===== src/spcg_pkg.sv =====
// Shared types and constants for the sonar ping capture gate.
// No dependencies; every other file in src imports this package.
package spcg_pkg;

  localparam int CHANNELS    = 4;
  localparam int LANES       = 4;
  localparam int CHUNK_DEPTH = 1024;
  localparam int FILL_W      = $clog2(CHUNK_DEPTH + 1);

  localparam int MAG_W      = 16;
  localparam int RAW_W      = 16;
  localparam int TIME_W     = 32;
  localparam int THRESH_W   = 16;
  localparam int LIMIT_W    = 20;
  localparam int CFG_IDX_W  = 8;
  localparam int CFG_DATA_W = 20;
  localparam int CNT_W      = $clog2(LANES + 1);

  localparam int IN_DATA_W  = 128;
  localparam int OUT_DATA_W = 112;

  localparam int QUEUE_DEPTH = 2;
  localparam int QPTR_W      = 1;
  localparam int QCNT_W      = 2;

  localparam logic [CFG_IDX_W-1:0] REG_DETECT_THRESHOLD = 8'd0;
  localparam logic [CFG_IDX_W-1:0] REG_SLEEP_SAMPLES    = 8'd1;
  localparam logic [CFG_IDX_W-1:0] REG_FIRST_PING_WAIT  = 8'd2;
  localparam logic [CFG_IDX_W-1:0] REG_EDGE_GAP_LIMIT   = 8'd3;

  typedef enum logic [1:0] {
    LANE_SLEEP   = 2'd0,
    LANE_LISTEN  = 2'd1,
    LANE_CAPTURE = 2'd2
  } lane_mode_t;

  typedef struct packed {
    logic [LIMIT_W-1:0] sleep_samples;
    logic [LIMIT_W-1:0] first_ping_wait;
    logic [LIMIT_W-1:0] edge_gap_limit;
  } cfg_limits_t;

  // One classified time step waiting for the back end.
  typedef struct packed {
    logic [LANES-1:0]            over;
    logic [LANES-1:0][RAW_W-1:0] raw;
  } q_item_t;

endpackage


===== src/sonar_ping_capture_gate_unit.sv =====
// Top level of the sonar ping capture gate.
// Depends on spcg_pkg, spcg_front, spcg_queue and spcg_back.
//
// Usage:
//   in_*  : one beat per multichannel time step; tdata carries the four tone
//           magnitudes and the four raw converter samples.
//   out_* : one result beat per input beat, in order: awake flag, start/take/
//           stop masks, the step index and the raw samples passed through.
//   cfg_* : register writes (threshold, sleep interval, first-ping wait, edge
//           gap limit). cfg_ready is always high; write only while idle.
// Path: an accepted input beat is classified combinationally and written into
//   the queue; the sequencer pops it and registers the result on out_*.
// Throughput: one beat per cycle while out_tready allows; the lane sequencer
//   updates all channels and the sample counters together for each beat.
// Reset (rst_n low, synchronous): block sleeping, counters and chunk fills
//   cleared, registers zero, queue and output register empty.
// Stall: when out_tready is low the result register holds; the two-entry
//   queue absorbs further beats and in_tready drops once it is full.
module sonar_ping_capture_gate_unit (
  input  logic                             clk,
  input  logic                             rst_n,
  // in_tdata, lowest bit up: mag_ch0, mag_ch1, mag_ch2, mag_ch3,
  //   raw_ch0, raw_ch1, raw_ch2, raw_ch3 (16 bits each)
  input  logic                             in_tvalid,
  output logic                             in_tready,
  input  logic [spcg_pkg::IN_DATA_W-1:0]   in_tdata,
  // out_tdata, lowest bit up: awake(1), start_mask(4), take_mask(4),
  //   stop_mask(4), step_count(32), pass_ch0..pass_ch3 (16 each), 3 zero bits
  output logic                             out_tvalid,
  input  logic                             out_tready,
  output logic [spcg_pkg::OUT_DATA_W-1:0]  out_tdata,
  input  logic                             cfg_valid,
  output logic                             cfg_ready,
  input  logic [spcg_pkg::CFG_IDX_W-1:0]   cfg_index,
  input  logic [spcg_pkg::CFG_DATA_W-1:0]  cfg_data
);
  import spcg_pkg::*;

  q_item_t     push_item;
  q_item_t     head_item;
  cfg_limits_t limits;
  logic        push;
  logic        head_valid;
  logic        pop;

  assign push = in_tvalid && in_tready;

  spcg_front u_front (
    .clk       (clk),
    .rst_n     (rst_n),
    .cfg_valid (cfg_valid),
    .cfg_ready (cfg_ready),
    .cfg_index (cfg_index),
    .cfg_data  (cfg_data),
    .in_tdata  (in_tdata),
    .push_item (push_item),
    .limits    (limits)
  );

  // Decouples intake from the sequencer so a stalled receiver does not
  // immediately back up the input.
  spcg_queue u_queue (
    .clk        (clk),
    .rst_n      (rst_n),
    .push       (push),
    .push_item  (push_item),
    .push_ready (in_tready),
    .pop        (pop),
    .head_valid (head_valid),
    .head_item  (head_item)
  );

  spcg_back u_back (
    .clk        (clk),
    .rst_n      (rst_n),
    .head_valid (head_valid),
    .head_item  (head_item),
    .pop        (pop),
    .limits     (limits),
    .out_tvalid (out_tvalid),
    .out_tready (out_tready),
    .out_tdata  (out_tdata)
  );

endmodule


===== src/spcg_front.sv =====
// Front end: configuration registers and threshold classification of each input beat.
// Depends on spcg_pkg.
module spcg_front (
  input  logic                             clk,
  input  logic                             rst_n,
  input  logic                             cfg_valid,
  output logic                             cfg_ready,
  input  logic [spcg_pkg::CFG_IDX_W-1:0]   cfg_index,
  input  logic [spcg_pkg::CFG_DATA_W-1:0]  cfg_data,
  input  logic [spcg_pkg::IN_DATA_W-1:0]   in_tdata,
  output spcg_pkg::q_item_t                push_item,
  output spcg_pkg::cfg_limits_t            limits
);
  import spcg_pkg::*;

  logic [THRESH_W-1:0] thresh_r;
  logic [LIMIT_W-1:0]  sleep_r;
  logic [LIMIT_W-1:0]  first_wait_r;
  logic [LIMIT_W-1:0]  edge_gap_r;

  assign cfg_ready = 1'b1;

  always_ff @(posedge clk) begin
    if (!rst_n) begin
      thresh_r     <= '0;
      sleep_r      <= '0;
      first_wait_r <= '0;
      edge_gap_r   <= '0;
    end else if (cfg_valid) begin
      unique case (cfg_index)
        REG_DETECT_THRESHOLD: thresh_r     <= cfg_data[THRESH_W-1:0];
        REG_SLEEP_SAMPLES:    sleep_r      <= cfg_data[LIMIT_W-1:0];
        REG_FIRST_PING_WAIT:  first_wait_r <= cfg_data[LIMIT_W-1:0];
        REG_EDGE_GAP_LIMIT:   edge_gap_r   <= cfg_data[LIMIT_W-1:0];
        default: ;
      endcase
    end
  end

  assign limits.sleep_samples   = sleep_r;
  assign limits.first_ping_wait = first_wait_r;
  assign limits.edge_gap_limit  = edge_gap_r;

  // Magnitudes sit in the low half of tdata, raw samples in the upper half.
  always_comb begin
    for (int c = 0; c < LANES; c++) begin
      push_item.raw[c] = in_tdata[LANES*MAG_W + c*RAW_W +: RAW_W];
      if (c < CHANNELS) begin
        push_item.over[c] = in_tdata[c*MAG_W +: MAG_W] > thresh_r;
      end else begin
        push_item.over[c] = 1'b0;
      end
    end
  end

endmodule


===== src/spcg_queue.sv =====
// Two-entry queue between the classifier and the capture sequencer.
// Depends on spcg_pkg.
module spcg_queue (
  input  logic              clk,
  input  logic              rst_n,
  input  logic              push,
  input  spcg_pkg::q_item_t push_item,
  output logic              push_ready,
  input  logic              pop,
  output logic              head_valid,
  output spcg_pkg::q_item_t head_item
);
  import spcg_pkg::*;

  q_item_t            mem_r [QUEUE_DEPTH];
  logic [QPTR_W-1:0]  wr_ptr_r;
  logic [QPTR_W-1:0]  rd_ptr_r;
  logic [QCNT_W-1:0]  count_r;

  assign push_ready = count_r != QCNT_W'(QUEUE_DEPTH);
  assign head_valid = count_r != '0;
  assign head_item  = mem_r[rd_ptr_r];

  always_ff @(posedge clk) begin
    if (push) begin
      mem_r[wr_ptr_r] <= push_item;
    end
  end

  always_ff @(posedge clk) begin
    if (!rst_n) begin
      wr_ptr_r <= '0;
      rd_ptr_r <= '0;
      count_r  <= '0;
    end else begin
      if (push) wr_ptr_r <= wr_ptr_r + 1'b1;
      if (pop)  rd_ptr_r <= rd_ptr_r + 1'b1;
      unique case ({push, pop})
        2'b10:   count_r <= count_r + 1'b1;
        2'b01:   count_r <= count_r - 1'b1;
        default: count_r <= count_r;
      endcase
    end
  end

endmodule


===== src/spcg_back.sv =====
// Back end: sleep/listen/capture sequencing per lane and the registered result beat.
// Depends on spcg_pkg.
module spcg_back (
  input  logic                             clk,
  input  logic                             rst_n,
  input  logic                             head_valid,
  input  spcg_pkg::q_item_t                head_item,
  output logic                             pop,
  input  spcg_pkg::cfg_limits_t            limits,
  output logic                             out_tvalid,
  input  logic                             out_tready,
  output logic [spcg_pkg::OUT_DATA_W-1:0]  out_tdata
);
  import spcg_pkg::*;

  logic                         awake_r;
  lane_mode_t [LANES-1:0]       lane_r;
  logic [TIME_W-1:0]            count_r;
  logic [TIME_W-1:0]            wake_r;
  logic [TIME_W-1:0]            edge_r;
  logic [LANES-1:0][FILL_W-1:0] fill_r;

  logic                         awake_nxt;
  lane_mode_t [LANES-1:0]       lane_nxt;
  logic [TIME_W-1:0]            count_nxt;
  logic [TIME_W-1:0]            wake_nxt;
  logic [TIME_W-1:0]            edge_nxt;
  logic [LANES-1:0][FILL_W-1:0] fill_nxt;
  logic [LANES-1:0]             start_nxt;
  logic [LANES-1:0]             take_nxt;
  logic [LANES-1:0]             stop_nxt;

  logic                         out_valid_r;
  logic [OUT_DATA_W-1:0]        out_data_r;

  assign pop        = head_valid && (!out_valid_r || out_tready);
  assign out_tvalid = out_valid_r;
  assign out_tdata  = out_data_r;

  always_comb begin
    logic              cap_now;
    logic [CNT_W-1:0]  n_listen;
    logic [CNT_W-1:0]  n_capture;
    logic              time_up;
    awake_nxt = awake_r;
    lane_nxt  = lane_r;
    wake_nxt  = wake_r;
    edge_nxt  = edge_r;
    fill_nxt  = fill_r;
    start_nxt = '0;
    take_nxt  = '0;
    stop_nxt  = '0;
    n_listen  = '0;
    n_capture = '0;
    time_up   = 1'b0;
    count_nxt = count_r + 1'b1;

    if (!awake_r && (count_nxt - wake_r) > TIME_W'(limits.sleep_samples)) begin
      for (int c = 0; c < CHANNELS; c++) lane_nxt[c] = LANE_LISTEN;
      wake_nxt  = count_nxt;
      awake_nxt = 1'b1;
    end

    if (awake_nxt) begin
      for (int c = 0; c < CHANNELS; c++) begin
        cap_now = 1'b0;
        unique case (lane_nxt[c])
          LANE_LISTEN: begin
            if (head_item.over[c]) begin
              lane_nxt[c]  = LANE_CAPTURE;
              fill_nxt[c]  = '0;
              edge_nxt     = count_nxt;
              start_nxt[c] = 1'b1;
              cap_now      = 1'b1;
            end
          end
          LANE_CAPTURE: begin
            if (head_item.over[c]) begin
              cap_now = 1'b1;
            end else begin
              lane_nxt[c] = LANE_SLEEP;
              stop_nxt[c] = 1'b1;
            end
          end
          default: ;
        endcase
        if (cap_now) begin
          if (fill_nxt[c] < FILL_W'(CHUNK_DEPTH)) begin
            fill_nxt[c] = fill_nxt[c] + 1'b1;
            take_nxt[c] = 1'b1;
          end else begin
            lane_nxt[c] = LANE_SLEEP;
            stop_nxt[c] = 1'b1;
          end
        end
      end

      for (int c = 0; c < CHANNELS; c++) begin
        if (lane_nxt[c] == LANE_LISTEN)  n_listen  = n_listen + 1'b1;
        if (lane_nxt[c] == LANE_CAPTURE) n_capture = n_capture + 1'b1;
      end

      if (n_listen == CNT_W'(CHANNELS)) begin
        time_up = (count_nxt - wake_nxt) > TIME_W'(limits.first_ping_wait);
      end else begin
        time_up = (count_nxt - edge_nxt) > TIME_W'(limits.edge_gap_limit);
      end

      if ((n_listen == '0 && n_capture == '0) || (n_capture == '0 && time_up)) begin
        for (int c = 0; c < CHANNELS; c++) begin
          if (lane_nxt[c] == LANE_CAPTURE) stop_nxt[c] = 1'b1;
          lane_nxt[c] = LANE_SLEEP;
        end
        awake_nxt = 1'b0;
      end
    end
  end

  always_ff @(posedge clk) begin
    if (!rst_n) begin
      awake_r     <= 1'b0;
      lane_r      <= {LANES{LANE_SLEEP}};
      count_r     <= '0;
      wake_r      <= '0;
      edge_r      <= '0;
      fill_r      <= '0;
      out_valid_r <= 1'b0;
    end else begin
      if (pop) begin
        awake_r     <= awake_nxt;
        lane_r      <= lane_nxt;
        count_r     <= count_nxt;
        wake_r      <= wake_nxt;
        edge_r      <= edge_nxt;
        fill_r      <= fill_nxt;
        out_valid_r <= 1'b1;
      end else if (out_tready) begin
        out_valid_r <= 1'b0;
      end
    end
  end

  always_ff @(posedge clk) begin
    if (pop) begin
      out_data_r <= {3'b000, head_item.raw, count_nxt, stop_nxt, take_nxt,
                     start_nxt, awake_nxt};
    end
  end

endmodule

===== config.mk =====
export PLATFORM = sky130hd
export DESIGN_NAME = sonar_ping_capture_gate_unit
export DESIGN_NICKNAME = d
export VERILOG_FILES = /design/src/spcg_pkg.sv /design/src/sonar_ping_capture_gate_unit.sv /design/src/spcg_front.sv /design/src/spcg_queue.sv /design/src/spcg_back.sv
export SDC_FILE = /design/constraint.sdc
export NUM_CORES = 1
export LEC_CHECK = 0
export BUFFER_PORTS_ARGS = -buffer_cell sky130_fd_sc_hd__clkbuf_2
export CAP_MARGIN = 20
export CORE_ASPECT_RATIO = 1.4
export CORE_UTILIZATION = 50
export DETAILED_ROUTE_END_ITERATION = 8
export PLACE_DENSITY_LB_ADDON = 0.1
export SYNTH_ARGS = -nofsm -noshare
export SYNTH_HDL_FRONTEND = slang
export SYNTH_SLANG_ARGS = --single-unit

===== constraint.sdc =====
create_clock -name clk -period 12.5 [get_ports clk]
set_clock_uncertainty 0.1 [all_clocks]
set_input_delay 1.875 -clock clk [delete_from_list [all_inputs] [get_ports clk]]
set_output_delay 1.875 -clock clk [all_outputs]
set_load 0.02 [all_outputs]

[Word-level counts from Yosys, hierarchy flattened]
Memories as Yosys holds them, arrays and structs flattened. A register that Yosys moved wholly into a read port is not among the register bits.
Cells that the tools add are included.
Cells by class
  order comparisons: 11
  equal/unequal tests: 23
  reduce and logical (&&, ||, !) cells: 32
  mux-type cells: 122
  add/sub/neg operators: 18
Operators with widths (count)
  two-way mux 32 bit: 10
  two-way mux 11 bit: 20
  greater-than comparator 32 x 20 -> 1 bit: 3
  subtractor 32 bit: 3
  greater-than comparator 16 bit: 4
  two-way mux 1 bit: 49
  adder 11 x 1 -> 11 bit, second input constant: 4
  < comparator 11 bit, second input constant: 4
  two-way mux 3 bit: 14
  two-way mux 2 bit: 20
  adder 32 x 1 -> 32 bit, second input constant: 1
  AND reduction 2 bit: 13
  two-way mux 8 bit: 3
  case mux 2 bit (2 select lines): 5
  adder 3 x 1 -> 3 bit, second input constant: 6
  equality test 2 x 1 -> 1 bit, second input constant: 9
  equality test 2 bit, second input constant: 9
  equality test 8 x 2 -> 1 bit, second input constant: 2
  equality test 8 x 1 -> 1 bit, second input constant: 1
  zero test 8 bit: 1
  OR reduction 2 bit: 4
  zero test 3 bit: 2
  nonzero test 2 bit: 3
  logical AND 1 bit: 5
  other kinds (8): 11
Storage, ports and cells
  memory bits (writable): 136
  memories: 1
  input port bits: 161
  bits in registers: 339
  logic and storage cells: 237
Memories
  u_queue.mem_r: words 2, bits a word 68, rd ports 1, clocked after memory_dff 1, write ports 1, line spcg_queue.sv:15  | q_item_t mem_r [QUEUE_DEPTH];

[Depth between registers and ports, before layout]
  depth in word-level cells: 31
  depth in mapped cells: 62
  mapped depth without buffers: 58

[Hierarchy]
A second synthesis with hierarchy kept.
Second synthesis, totals
  cells, all modules: 2969
  area total of the unflattened synthesis: 28215.8 µm²
By module, submodules not included
  spcg_back: cells an instance 2211, times used 1, area each 18198.7 µm²
  spcg_queue: cells an instance 234, times used 1, area each 5200.0 µm²
  spcg_front: cells an instance 523, times used 1, area each 4810.9 µm²
  sonar_ping_capture_gate_unit: cells an instance 1, times used 1, area each 6.3 µm²

[Worst setup path before layout]
No wires, ideal clock.
  path type: reg2reg
  start: reg u_back.count_r[0]
  end: reg u_back.out_data_r[12] (netlist: u_back.out_tdata[12]) (data pin)
  setup time: 0.266 ns
  stages on the path, launching flop included: 62
  slack: 0.678 ns
  clock period less this slack: 11.822 ns
  path buffers: 4
  required time: 12.134 ns
  data arrival time: 11.456 ns
  cell sequence: dfxtp_1 > ha_1 > nand3_1 > nor2_1 > nand2_1 > nor3_1 > and3_1 > nand3_1 > xnor2_1 > ha_1 > nand2_1 > nor4_1 > o211ai_1 > nand3_1 > nor2_1 > xnor2_1 > ha_1 > a21oi_2 > [26 not listed] > a21oi_1 > xnor2_1 > ha_1 > a21o_1 > a21o_1 > a21o_1 > a21o_1 > a211o_1 > a221oi_1 > o21ai_0 > o21ai_0 > nand4_1 > nor3_1 > o2111ai_1 > a21oi_1 > a211oi_2 > a221oi_1 > nor2_1
On the way
  cells in the longest elaborated chain, start to end: 30
  elaborated cells between the ends (all ways): 119
  classes of those cells: add/sub: 10; order compare: 7; eq/ne: 17; mux: 75; reduce/logical: 10
Ends and longest elaborated chain
  start, declared: line spcg_back.sv:18  | logic [TIME_W-1:0] count_r;
  start signal, assigned: line spcg_back.sv:132  | count_r <= count_nxt;
  adder 32 x 1 -> 32 bit *: line spcg_back.sv:56  | count_nxt = count_r + 1'b1;
  net u_back.count_nxt[18]: line spcg_back.sv:25  | logic [TIME_W-1:0] count_nxt;
  subtractor 32 bit: line spcg_back.sv:58  | if (!awake_r && (count_nxt - wake_r) > TIME_W'(limits.sleep_samples)) begin
  greater-than comparator 32 x 20 -> 1 bit: line spcg_back.sv:58
  logical AND 1 bit: line spcg_back.sv:58
  two-way mux 8 bit: line spcg_back.sv:58
  equality test 2 x 1 -> 1 bit: line spcg_back.sv:67  | unique case (lane_nxt[c])
  two-way mux 11 bit: line spcg_back.sv:67
  [15 not listed]
  two-way mux 3 bit: line spcg_back.sv:99  | if (lane_nxt[c] == LANE_LISTEN) n_listen = n_listen + 1'b1;
  two-way mux 3 bit: line spcg_back.sv:64  | if (awake_nxt) begin
  equality test 3 bit: line spcg_back.sv:103  | if (n_listen == CNT_W'(CHANNELS)) begin
  two-way mux 1 bit: line spcg_back.sv:103
  two-way mux 1 bit: line spcg_back.sv:64
  logical AND 1 bit: line spcg_back.sv:109  | if ((n_listen == '0 && n_capture == '0) || (n_capture == '0 && time_up)) begin
  logical OR 1 bit: line spcg_back.sv:109
  two-way mux 4 bit: line spcg_back.sv:109
  end signal, assigned: line spcg_back.sv:145  | out_data_r <= {3'b000, head_item.raw, count_nxt, stop_nxt, take_nxt,
  end, declared: line spcg_back.sv:34  | logic [OUT_DATA_W-1:0] out_data_r;
Mark *: on every way through the listed nets, which the timed path passes. The rest lies on a longest branch. The select of a mux whose other input is x is not followed.
A chain may end at the register's enable or synchronous reset.

[Worst setup path in the final report]
Ends and elaborated chain as after synthesis.

==> metrics.yaml <==
status:
  status: "complete, no violations"
floorplan:
  design.core.area_mm2: 0.0555
  io_pins: 276
  initial_core_util_pct: 50.8
  row_count: 102
  dieArea_mm2: 0.0573
  die_y_um: 283
  die_width_um: 203
drt:
  drt-total-wl_um: 75800
  drtIter0Drc: 1101
  via_per_inst: 5.65
  num_vias: 22543
  drt_pass1_iterations: 7
  drcViolationCount: 0
  drt-wirelength-per-cell_um: 19.0
  ant_nets: 0
logic_synthesis:
  synth-edff-count: 245
  synth_simple_gate_area_share_pct: 17.8
  synthXorXnorAreaFrac_pct: 3.97
  ys_ff_latch: 476
  ys_top_cells_by_area: "edfxtp_1 26%, dfxtp_1 16%, ha_1 11%"
  syn_area_mm2: 0.0282
  yosys.area.top_type: "edfxtp_1"
  synthAdderAreaFrac_pct: 10.7
  synthDistinctLibCells: 87
  syn_inst: 2940
  synthMuxAreaShare_pct: 6.23
  synth-compound-area-share_pct: 14.9
  yosysWarnings: 0
  async_reset_ff_share_pct: 0
  yosysTopAreaCellShare_pct: 26.1
  syn_avg_cell_area_um2: 9.59
  synth_flop_cell: "edfxtp_1"
  synth_seq_area_share_pct: 42.5
  synth_top_family_by_area: "simple AND/OR/NAND/NOR gates"
worst_setup_path:
  slowest_delay_ns: 0.53
  startpoint_type: "flop"
  crit_type: "reg2reg"
  required_ns: 12.75
  end_kind: "flop"
  cpMaxStageDelayCell: "or4_1"
  arrival_ns: 11.99
  worstPathMaxFanout: 21
global_routing:
  grt_usage_pct: 26.0
  grt_pass1_wl_um: 119000
  grt_pass1_vias: 22356
  grt_overflow_total: 0
  grt_antenna_before_repair: 0
  grt_max_degree: 86
cts:
  cts.sinks: 476
  cts_tree: "built"
  clock_latency_ns: 0.61
  cts-root-buf: "clkbuf_16"
  clk_pin_slew_ns: 0.06
  cts_htree_levels: 2
  cts_buffers: 48
  clk_path_buf_depth: 3
  hold_buffers: 0
place:
  dp_hpwl_um: 57500
  port_buffers: 271
  gp_congestion: 0.908
  dpl_cell_area_mm2: 0.0306
  dpl_worst_slack_ns: -0.214
sta:
  setup_violations: 0
  hold_viol_final: 0
  min_period_ns: 11.74
  finalWorstSetupSlack_ns: 0.760
  slew_headroom_pct: 30.0
  fmax_mhz: 85.2
  finalCritPeriodShare_pct: 93.9
  slew_violations: 0
  max_slew.worst_pin.slew_ns: 1.04
hold_path:
  hold_path.class: "reg2reg"
pwr:
  p_per_area_mw_per_mm2: 231
  ir_drop_mv: 0.138
  p_total_mw: 7.50
  leakage_nw: 13.7
cells_and_area:
  finalNetCount: 3626
  final_layout_size_suffix_gt1_share_pct: 17.0
  antenna_cells: 0
  final_cell_mix: "270 x clkbuf_2, 250 x nand2_1, 245 x edfxtp_1"
  area.growth.synth_to_final_pct: 15.1
  design_area_mm2: 0.0325
  final_common_cell: "clkbuf_2"
run:
  maxCapViolations: 0
cells in the mapped netlist (12+ instances only):
library cell,instances
dfxtp_1,231
a21boi_0,42
nor3_1,28
a31oi_1,15
mux2i_1,100
or3_1,15
o211ai_1,15
edfxtp_1,245
nand4_1,58
nor2_1,211
o21bai_1,12
nand2_1,252
mux2_2,67
nor3b_1,36
nor4_1,12
a21oi_1,180
nand3_1,58
inv_1,175
o211a_1,12
xnor2_1,81
o21a_1,29
and2_1,95
nor2b_1,118
a21o_1,58
ha_1,237
o21ai_0,184
and3_1,26
clkbuf_1,85
nand2b_1,43
xor2_1,45
power breakdown:
part | internal [mW] | total, mW | switching [mW]
logic | 1.48 | 3.77 | 2.29
clock network | 0.925 | 1.55 | 0.623
registers | 2.03 | 2.17 | 0.149
total | 4.43 | 7.50 | 3.06
metrics by stage:
step	instances	hold WS [ns]	utilization (%)	setup TNS, ns
final	3993	0.365	58.5	0
after global routing	3993	0.393	58.5	-0.989
after CTS	3991	0.372	58.2	0
after detailed placement	3900	0.364	55.1	-0.968
after global placement	3900	0.355	55.1	0
after floorplan	2942	0.343	-	0
layout make-up:
type,instances,area [um2]
Clock inverter,23,357
Inverter,175,662
Sequential cell,476,12000
Multi-Input combinational cell,2183,15300
Tap cell,728,911
Timing Repair Buffer,341,1890
Clock buffer,67,1350
Fill cell,4902,23100
worst max-delay path: cells and delay by family, from the launching register on:
family	cells	cell delay (ns)
compound gates	22	3.61
xor+xnor	3	0.55
fa+ha+maj	5	1.55
buf+inv	2	0.39
flops	1	0.38
simple gates	24	4.87
registers in the layout, summed over array words and instances (netlist names), named ones only:
| signal | cells |
|---|---|
| u_front.first_wait_r | 20 |
| u_front.thresh_r | 16 |
| u_queue.wr_ptr_r | 1 |
| u_back.out_tdata | 109 |
| u_queue.count_r | 2 |
| u_queue.rd_ptr_r | 1 |
| u_back.awake_r | 1 |
| u_back.edge_r | 32 |
| u_back.wake_r | 32 |
| u_front.edge_gap_r | 20 |
| u_back.fill_r | 44 |
| u_back.lane_r | 8 |
| u_back.out_tvalid | 1 |
| u_back.count_r | 32 |
| u_front.sleep_r | 20 |
| u_queue.mem_r | 136 |
per-layer routing:
metal  track usage, %  vias up  share of wire, %
met5                0        -                 0
met4             12.9        0               5.2
met3             2.84      157               3.7
met2             47.8      581                51
met1             29.6    10721                40
li1                 -    11084                 -
final timing paths:
path,startpoint,end,slack (ns),cells after the start
worst max-delay path,u_back.count_r[0],u_back.out_tdata[12],0.76,56
worst min-delay path,u_front.sleep_r[10],u_front.sleep_r[10],0.37,2
worst max register to register,u_back.count_r[0],u_back.out_tdata[12],0.76,56
worst min register to register,u_front.sleep_r[10],u_front.sleep_r[10],0.37,2
kinds of logic (layout without fill, tap and decap cells):
group | after synthesis | after routing
compound gates | 661 | 661
xor+xnor | 127 | 127
flops | 476 | 476
simple gates | 984 | 984
other cells | 2 | 4
buf+inv | 283 | 606
mux | 167 | 167
fa+ha+maj | 240 | 240
repair_timing:
| item | 4_1_cts | 5_1_grt |
|---|---|---|
| gates resized for setup | 3 | 38 |
| cloned | 0 | 0 |
| pin swaps | 1 | 3 |
| setup endpoints to repair | 13 | 14 |
| setup buffers | 1 | 2 |
No activity file was read; power rests on OpenSTA's default activity.
